File: src/hw/rtl/bfd_pkg.sv
// Shared constants for the box-from-face-and-depth pipeline.
`timescale 1ns / 1ps
package bfd_pkg;
    // Configuration register indexes.
    localparam int REG_IDX_W = 1;
    localparam logic [REG_IDX_W-1:0] REG_MODE   = 1'b0;
    localparam logic [REG_IDX_W-1:0] REG_HEIGHT = 1'b1;

    // Weight selector codes; the unused code falls back to depth.
    localparam logic [1:0] MODE_DEPTH = 2'd0;
    localparam logic [1:0] MODE_REAL  = 2'd1;
    localparam logic [1:0] MODE_IMAG  = 2'd2;

    localparam int CORNERS = 8;
    localparam logic [2:0] LAST_CORNER = 3'd7;

    // Normalized cross product magnitudes, their sum of squares and its root.
    localparam int MAG_W  = 31;
    localparam int SUM_W  = 64;
    localparam int ROOT_W = 32;
    localparam int NORM_LAT = 8;
endpackage

File: src/hw/rtl/bfd_isqrt.sv
// Pipelined integer square root, one result bit per stage.
`timescale 1ns / 1ps
module bfd_isqrt (
    input  logic                       aclk,
    input  logic                       en,
    input  logic [bfd_pkg::SUM_W-1:0]  x_in,
    output logic [bfd_pkg::ROOT_W-1:0] root
);
    import bfd_pkg::*;

    logic [SUM_W-1:0] x_reg [ROOT_W];
    logic [SUM_W-1:0] r_reg [ROOT_W];

    for (genvar j = 0; j < ROOT_W; j++) begin : g_stage
        localparam logic [SUM_W-1:0] BIT = SUM_W'(1) << (SUM_W - 2 - 2*j);
        logic [SUM_W-1:0] xi;
        logic [SUM_W-1:0] ri;
        logic [SUM_W-1:0] trial;

        if (j == 0) begin : g_first
            assign xi = x_in;
            assign ri = '0;
        end else begin : g_next
            assign xi = x_reg[j-1];
            assign ri = r_reg[j-1];
        end

        assign trial = ri + BIT;

        always_ff @(posedge aclk) begin
            if (en) begin
                if (xi >= trial) begin
                    x_reg[j] <= xi - trial;
                    r_reg[j] <= (ri >> 1) + BIT;
                end else begin
                    x_reg[j] <= xi;
                    r_reg[j] <= ri >> 1;
                end
            end
        end
    end

    assign root = ROOT_W'(r_reg[ROOT_W-1]);
endmodule

File: config.mk
export PLATFORM = sky130hd
export DESIGN_NAME = bfd_isqrt
export DESIGN_NICKNAME = d
export VERILOG_FILES = /design/src/hw/rtl/bfd_pkg.sv /design/src/hw/rtl/bfd_isqrt.sv
export SDC_FILE = /design/constraint.sdc
export NUM_CORES = 2
export LEC_CHECK = 0
export BUFFER_PORTS_ARGS = -buffer_cell sky130_fd_sc_hd__buf_4
export CAP_MARGIN = 5
export CORE_ASPECT_RATIO = 0.7
export CORE_MARGIN = 1.5
export CORE_UTILIZATION = 63
export CTS_CLUSTER_DIAMETER = 40
export DETAILED_ROUTE_END_ITERATION = 8
export PLACE_DENSITY_LB_ADDON = 0.1
export SLEW_MARGIN = 20
export SYNTH_ARGS = -nofsm -noshare
export SYNTH_HDL_FRONTEND = slang
export SYNTH_SLANG_ARGS = --single-unit
File: constraint.sdc
create_clock -name aclk -period 12.2 [get_ports aclk]
set_clock_uncertainty 0.05 [all_clocks]
set_input_delay 2.44 -clock aclk [delete_from_list [all_inputs] [get_ports aclk]]
set_output_delay 2.44 -clock aclk [all_outputs]
set_load 0.05 [all_outputs]
==> metrics <==
# port buffers 97; clock-pin slew on the worst setup and hold paths 0.07 ns; R2R Setup Slk 6.83 ns; Slew HR 0.2323; Antenna Nets Post-Route 0; fillers 13000; fmax 0.1835 GHz; row count 134; DRC 0; dominant cell type by area after synthesis edfxtp_1; Num CTS Buffers 279; Root Driver clkbuf_16; H-Tree Depth 5; clock tree from TritonCTS built; Max Cap Viol 0; Leak 50.12 nW; ys flop type edfxtp_1; Critical Path Fanout Max 84; Clk Latency, worst-skew pair 0.84 ns; CTS sink cnt 2512; grt ovf 0; EDFF count, synth 2512; top post-synthesis cells by area edfxtp_1, ha_1, xor2_1; Peak VDD IR 149.4 µV; DP Wirelength 234.0 mm; syn avg cell area 12.53 µm²; nets@finish 10460; crit start category primary input; Synth-to-Final Area Change 10.52%; Hold Crit Class reg -> reg; Top Ports 98; Clk network pwr share 0.326; fraction of layout cells with a size suffix above 1 0.07351; syn_nets 10240; WS Path Type in -> reg; Worst EP required 12.69 ns; Routed WL per cell 24.75 µm; design internal power 0.01773 W; library cells used by synthesis 96; Post-Syn Instances 9611; max-slew violations 0; postcts setup bufs 0; Yosys warning total 0; Setup crit end kind flip-flop; PwrDens 191.0 mW/mm²; Reg power frac 0.474; RSZ-0062 raised after global routing false; # setup viols final 0; DRT Pass-1 Iters 6; die area 0.1938 mm²; Net Sw Frac 0.3025; Seq/Total Area, Yosys 0.6265; hold_ws 0.3754 ns; arrival time worst endpoint 5.94 ns; initial antenna violation count 8; post-cts gate resize count 0; Combinational Power Share 0.200; WHS Path Cells 0; chip width 525.5 µm; largest net degree at the start of global routing 195; WHS Endpoint r_reg[1][225]; vias in the first global route 73110; Vias/cell 6.346; Synth Cell Area 0.1204 mm²; post-route clock period utilization 0.4468; GRT Resource Usage Total 0.3177; min cycle time layout 5.451 ns; wire length of the first global-routing pass 463.3 mm; final hold viol count 0; flop and latch count out of synthesis 2512; setup TNS 0 ns; Reg-to-Reg Start x_reg[1][593]; Async S/R FF share, synth 0; CTS Hold Bufs 0; Clock Path Buffers 4; starting DRC count in detailed routing 11120; Placeable Area 0.1903 mm²; R2R depth 11; max FFs per register 1984; Chip Height 368.8 µm; Starting Density 0.6327; vias 79700; RR Endpoint x_reg[1][699]; Slew @ Worst Pin 1.141 ns; outcome finished, final reports clean; gpl congestion 0.9499; top-area cell type share of the netlist area 0.6265; P_sw 0.007690 W; Routed Wire Length 310.9 mm; min-delay src r_reg[1][162]
placed cells by master (no fill, tap or decap), types with 118 or more instances in the layout:
cell / n
buf_4: 153
nand3_1: 165
ha_1: 558
o21ai_0: 535
clkbuf_16: 287
or3_1: 118
edfxtp_1: 2512
nand4_1: 142
nor3_1: 257
a21o_1: 242
a21oi_1: 532
nor4_1: 355
nor2_1: 555
xor2_1: 468
inv_1: 700
nand2_1: 695
xnor2_1: 410
through the flow:
step,power [W],util,area [µm²],setup WS [ns],instances
5_1_grt,0.02643,0.6992,133100,6.635,12560
2_1_floorplan,0.01534,-,120400,5.844,9611
6_report,0.02542,0.6993,133100,6.749,12560
3_3_place_gp,0.01701,0.6520,124100,6.158,12070
4_1_cts,0.02536,0.6991,133000,6.923,12560
3_5_place_dp,0.01708,0.6520,124100,6.064,12070
logic make-up after synthesis:
logic type	after synthesis	share of synthesized area
DFF	2512	0.6265
and+or+nand+nor	2832	0.1214
buffers and inverters	917	0.02880
adders and majority gates	558	0.05799
AOI/OAI and AO/OA	1849	0.09555
muxes	65	0.005954
xor gates and xnor gates	878	0.06387
area by class of cell:
class | count | area, µm² | share of cell area
inverter | 703 | 2639 | 0.01983
multi-input combinational | 6182 | 41610 | 0.3127
sequential | 2512 | 75430 | 0.5669
antenna | 4 | 10.01 | 0.00007522
tap | 2516 | 3148 | 0.02366
clock inverter | 164 | 1660 | 0.01248
timing repair buffer | 159 | 1267 | 0.009525
clock buffer | 320 | 7306 | 0.05490
power groups by stage:
stage	Combinational (W)	Clock [W]	Sequential (W)
floorplan	0.00375	0	0.0116
global placement	0.00487	0	0.0121
detailed placement	0.00495	0	0.0121
CTS	0.00500	0.00838	0.0120
global route	0.00562	0.00870	0.0121
finish	0.00510	0.00828	0.0120
how the worst max path moves through the flow:
stage	start	endpoint	slack [ns]	cells after the start
after global routing	x_reg[1][593]	x_reg[1][679]	6.64	11
after CTS	en	x_reg[1][821]	6.92	12
final	en	x_reg[1][829]	6.75	12
after global placement	en	x_reg[1][51]	6.16	5
after floorplan	en	r_reg[1][774]	5.84	4
after detailed placement	en	x_reg[1][50]	6.06	5
worst max-delay path, stage by stage:
cell and delay (ns):
buf_16 0.19, inv_2 0.29, buf_4 0.40, buf_4 0.49
nor4b_1 0.13, o2111a_1 0.17, o311a_1 0.11, buf_4 0.27
a2111oi_2 0.61, nand3b_2 0.32, nor3_1 0.26, xor2_1 0.09
per-layer routing:
layer	vias to the layer above	routed length, µm	track usage	share of wire
met5	-	37	0	0.00012
met4	6	6306	0.07083	0.020
met3	425	38950	0.08135	0.13
met2	4292	117700	0.4005	0.38
met1	38550	147900	0.5372	0.48
li1	36430	-	-	-
synthesized netlist by cell type (14+ instances only):
library cell	count
and3_1	45
buf_2	14
clkbuf_1	192
nor4_1	359
xor2_1	468
ha_1	558
edfxtp_1	2512
nand4_1	142
xnor2_1	410
o21ai_0	537
and2_1	35
nand4b_1	29
or3_1	118
o21a_1	100
a21oi_1	532
o21bai_1	52
nor3_1	257
nand2b_1	112
a21boi_0	15
mux2_2	53
inv_1	701
o31ai_1	49
a211oi_1	49
nand2_1	695
o211ai_1	42
a31oi_1	46
nor4b_1	44
a21o_1	242
or4_1	59
nor2b_1	64
a211o_1	16
nor2_1	556
and4_1	19
nand3_1	165
or2_2	39
nand3b_1	21
nor3b_1	21
Note: power is estimated with default switching activity, not from simulation.
