`config.mk`:
```
export PLATFORM = sky130hd
export DESIGN_NAME = bfd_div
export DESIGN_NICKNAME = d
export VERILOG_FILES = /design/src/hw/rtl/bfd_pkg.sv /design/src/hw/rtl/bfd_div.sv
export SDC_FILE = /design/constraint.sdc
export NUM_CORES = 2
export LEC_CHECK = 0
export ABC_CLOCK_PERIOD_IN_PS = 5400
export BUFFER_PORTS_ARGS = -buffer_cell sky130_fd_sc_hd__buf_4
export CAP_MARGIN = 20
export CORE_ASPECT_RATIO = 0.7
export CORE_MARGIN = 2
export CORE_UTILIZATION = 60
export DETAILED_ROUTE_END_ITERATION = 7
export PLACE_DENSITY = 0.82
export SLEW_MARGIN = 5
export SYNTH_ARGS = -nofsm -noshare
export SYNTH_HDL_FRONTEND = slang
export SYNTH_SLANG_ARGS = --single-unit
```
`constraint.sdc`:
```
create_clock -name aclk -period 5.4 [get_ports aclk]
set_clock_uncertainty 0.15 [all_clocks]
set_input_delay 0 -clock aclk [delete_from_list [all_inputs] [get_ports aclk]]
set_output_delay 0 -clock aclk [all_outputs]
set_load 0.02 [all_outputs]
```
`src/hw/rtl/bfd_pkg.sv`:
```
// Shared constants for the box-from-face-and-depth pipeline.
`timescale 1ns / 1ps
package bfd_pkg;
    // Configuration register indexes.
    localparam int REG_IDX_W = 1;
    localparam logic [REG_IDX_W-1:0] REG_MODE   = 1'b0;
    localparam logic [REG_IDX_W-1:0] REG_HEIGHT = 1'b1;

    // Weight selector codes; the unused code falls back to depth.
    localparam logic [1:0] MODE_DEPTH = 2'd0;
    localparam logic [1:0] MODE_REAL  = 2'd1;
    localparam logic [1:0] MODE_IMAG  = 2'd2;

    localparam int CORNERS = 8;
    localparam logic [2:0] LAST_CORNER = 3'd7;

    // Normalized cross product magnitudes, their sum of squares and its root.
    localparam int MAG_W  = 31;
    localparam int SUM_W  = 64;
    localparam int ROOT_W = 32;
    localparam int NORM_LAT = 8;
endpackage

```
`src/hw/rtl/bfd_div.sv`:
```
// Pipelined restoring divider for one normal component, rounded to nearest.
`timescale 1ns / 1ps
module bfd_div #(
    parameter int FRAC_BITS = 16
) (
    input  logic                       aclk,
    input  logic                       en,
    input  logic [bfd_pkg::MAG_W-1:0]  m_in,
    input  logic [bfd_pkg::ROOT_W-1:0] len_in,
    output logic [FRAC_BITS+1:0]       q_out
);
    import bfd_pkg::*;

    localparam int QB = FRAC_BITS + 2;
    localparam int RW = FRAC_BITS + 34;

    logic [RW-1:0]     rem_reg [QB+1];
    logic [ROOT_W-1:0] den_reg [QB+1];
    logic [QB-1:0]     q_reg   [QB+1];

    always_ff @(posedge aclk) begin
        if (en) begin
            rem_reg[0] <= RW'({m_in, {FRAC_BITS{1'b0}}}) + RW'(len_in >> 1);
            den_reg[0] <= len_in;
            q_reg[0]   <= '0;
        end
    end

    for (genvar k = 1; k <= QB; k++) begin : g_stage
        localparam int SH = QB - k;
        logic [RW-1:0] trial;

        assign trial = RW'(den_reg[k-1]) << SH;

        always_ff @(posedge aclk) begin
            if (en) begin
                den_reg[k] <= den_reg[k-1];
                if (rem_reg[k-1] >= trial) begin
                    rem_reg[k] <= rem_reg[k-1] - trial;
                    q_reg[k]   <= q_reg[k-1] | (QB'(1) << SH);
                end else begin
                    rem_reg[k] <= rem_reg[k-1];
                    q_reg[k]   <= q_reg[k-1];
                end
            end
        end
    end

    assign q_out = q_reg[QB];
endmodule

```
==> out/metrics.yaml <==
die_h_um: 331.5
yosys-top-cells-count: "1629 x edfxtp_1, 739 x inv_1, 717 x nand2_1"
setup_tns_ns: 0
cp-end-kind: "flip-flop"
die_w_um: 471.9
synth_area_leader_cell: "edfxtp_1"
worstHoldPathType: "in2reg"
initial_core_util_pct: 60.27
syn_area_um2: 91940
cts_tree: "yes"
crit_required_ns: 5.80
postRouteWirelength_um: 255900
maxCapViolCount: 0
crit_type: "reg2reg"
clockBufferDepth: 3
setup.worst_path.start_class: "flip-flop"
first_global_vias: 62720
drc: 0
wire_per_inst_um: 23.62
ys_top_cells_by_area: "edfxtp_1 53%, ha_1 8.0%, a21oi_1 3.7%, xnor2_1 3.4%, o21ai_0 3.2%"
max_slew_margin_pct: 7.971
seq_area_um2: 48920
io_buffers: 82
rsz0062_at_grt: "false"
core_um2: 152500
multi_input_area_um2: 39350
run_status: "finished, final reports clean"
leakage_nw: 40.47
cp.arrival_ns: 5.46
fin_crit_sh_pct: 93.65
worstPathCellList: "inv_1 > ha_1 > inv_1 > fa_1 > a21o_1 > a221oi_1 > a21oi_1 > a2111oi_0 > o21a_1 > o21ba_2 > nor2_1 > a21boi_0 > xor2_1 > a21oi_1"
synth_top_area_share_pct: 53.20
hold_viol_final: 0
ys_warn_count: 0
path_clk_slew_ns: 0.06
n_fill_cell: 11373
postSynthAreaPerCell_um2: 10.87
ios: 83
worst_pin_slew_ns: 1.380
root_buffer: "clkbuf_16"
rows: 120
syn_to_final_growth_pct: 10.81
grt_max_degree: 182
fmax_mhz: 197.7
antenna_found_initial: 11
synth_nets: 9128
antenna_cells: 0
synth-seq-cells: 1629
nNetsFinal: 9358
num_vias: 69264
grt_pass1_wl_um: 383100
hpwlAfterDp_um: 193400
yosysMostFrequentCell: "edfxtp_1"
cellPowerDensity_nw_per_um2: 539.1
avgViaCountPerCell: 6.395
worst_path_dominant_cell_family: "compound AO/OA/AOI/OAI gates"
stdcell_area_um2: 101900
synth-main-ff-cell: "edfxtp_1"
drive_gt1_share_pct: 7.031
fin_crit_ns: 5.057
slowest_delay_ns: 1.06
crit_buf_inv: 2
largest_register_ffs: 882
track_usage_pct: 32.07
gp_congestion: 1.049
h-tree-depth: 4
drtIter0Drc: 10769
cts_buffers: 162
ys_types: 101
finalSetupViolations: 0
clkSinkCount: 1629
ir_drop_v: 0.0003089
ys_seq_area_share_pct: 53.20
synth_cells: 8455
cts_setup_buffers: 0
final_antenna_net_count: 0
dpl_cell_area_um2: 95190
dieArea_um2: 156400
worstPathMaxFanout: 4
synth_enable_flop_cells: 1629
slew_viol_final: 0
ys_async_sr_fraction_pct: 0
grt_overflow: 0
clock_latency_ns: 0.83
drt_pass1_iterations: 8
cp_slowest_cell: "a2111oi_0"
fin_hold_ws_ns: 0.1629
==> kinds of logic (layout without fill, tap and decap cells) <==
| kind of cell | count (synthesis) | after routing | share of synthesized area [%] |
|---|---|---|---|
| buf+inv | 1010 | 1373 | 4.179 |
| mux | 92 | 92 | 1.119 |
| xor+xnor | 619 | 619 | 5.897 |
| flops | 1629 | 1629 | 53.20 |
| simple gates | 2260 | 2260 | 12.03 |
| fa+ha+maj | 608 | 608 | 8.421 |
| compound gates | 2237 | 2237 | 15.15 |
==> stage by stage <==
stage	cells	setup slack [ns]	power (mW)	utilization [%]
2_1_floorplan	8455	1.527	35.58	-
3_3_place_gp	10396	0.5723	41.61	62.39
3_5_place_dp	10397	0.5072	42.23	62.40
4_1_cts	10829	0.4241	54.08	66.78
5_1_grt	10831	0.08224	57.81	66.79
6_report	10831	0.3430	54.92	66.79
==> layer usage <==
layer / global-route usage, % / part of all wire [%] / up-vias
li1: - / - / 31511
met1: 54.00 / 48 / 33559
met2: 36.04 / 34 / 3941
met3: 15.00 / 17 / 244
met4: 4.719 / 1.0 / 9
met5: 1.767 / 0.17 / -
==> where the power goes <==
part / leakage [nW] / switching (mW) / internal (mW)
logic: 22.1 / 14.2 / 9.22
clock network: 2.56 / 5.04 / 6.52
registers: 15.8 / 1.91 / 18.0
==> layout by cell type, fill, tap and decap left out, types with 18 or more instances in the layout <==
cell	n
o31a_1	21
fa_1	18
a211oi_1	47
clkbuf_1	29
clkbuf_16	168
nand3b_1	18
o21a_1	82
a21boi_0	25
a21oi_1	683
and2_1	38
mux2_2	82
xnor2_1	352
buf_4	186
and4_1	21
nand2_1	717
nand3_1	173
nand4_1	100
or2_2	35
or3_1	51
ha_1	590
nor2b_1	105
nor2_1	508
o21bai_1	68
dlygate4sd3_1	135
nor4b_1	27
clkinv_1	35
o211ai_1	30
or4_1	27
a31oi_1	75
a21o_1	336
clkinv_2	25
nor4_1	62
o31ai_1	38
o21ai_0	593
xor2_1	267
edfxtp_1	1629
nor3_1	132
inv_1	738
and3_1	87
nand2b_1	86
==> worst paths after layout <==
path                         from              end  slack (ns)  depth (start not counted)
setup / recovery  rem_reg[1][111]  rem_reg[1][191]        0.34                         14
hold / removal                 en     q_reg[6][24]        0.16                          2
setup reg to reg  rem_reg[1][111]  rem_reg[1][191]        0.34                         14
hold reg to reg      q_reg[6][27]      q_reg[7][9]        0.26                          0
==> area by class of cell <==
cell class | instances | area share (%)
Clock buffer | 197 | 4.233
Clock inverter | 100 | 0.9899
Inverter | 743 | 2.737
Multi-Input combinational cell | 5816 | 38.63
Sequential cell | 1629 | 48.01
Tap cell | 2013 | 2.472
Timing Repair Buffer | 333 | 2.928
==> repair_timing <==
item	4_1_cts	5_1_grt
hold buffers	135	0
setup endpoints to repair	0	16
hold endpoints to repair	162	0
resized for setup	0	1
(Power assumes the default switching activity.)
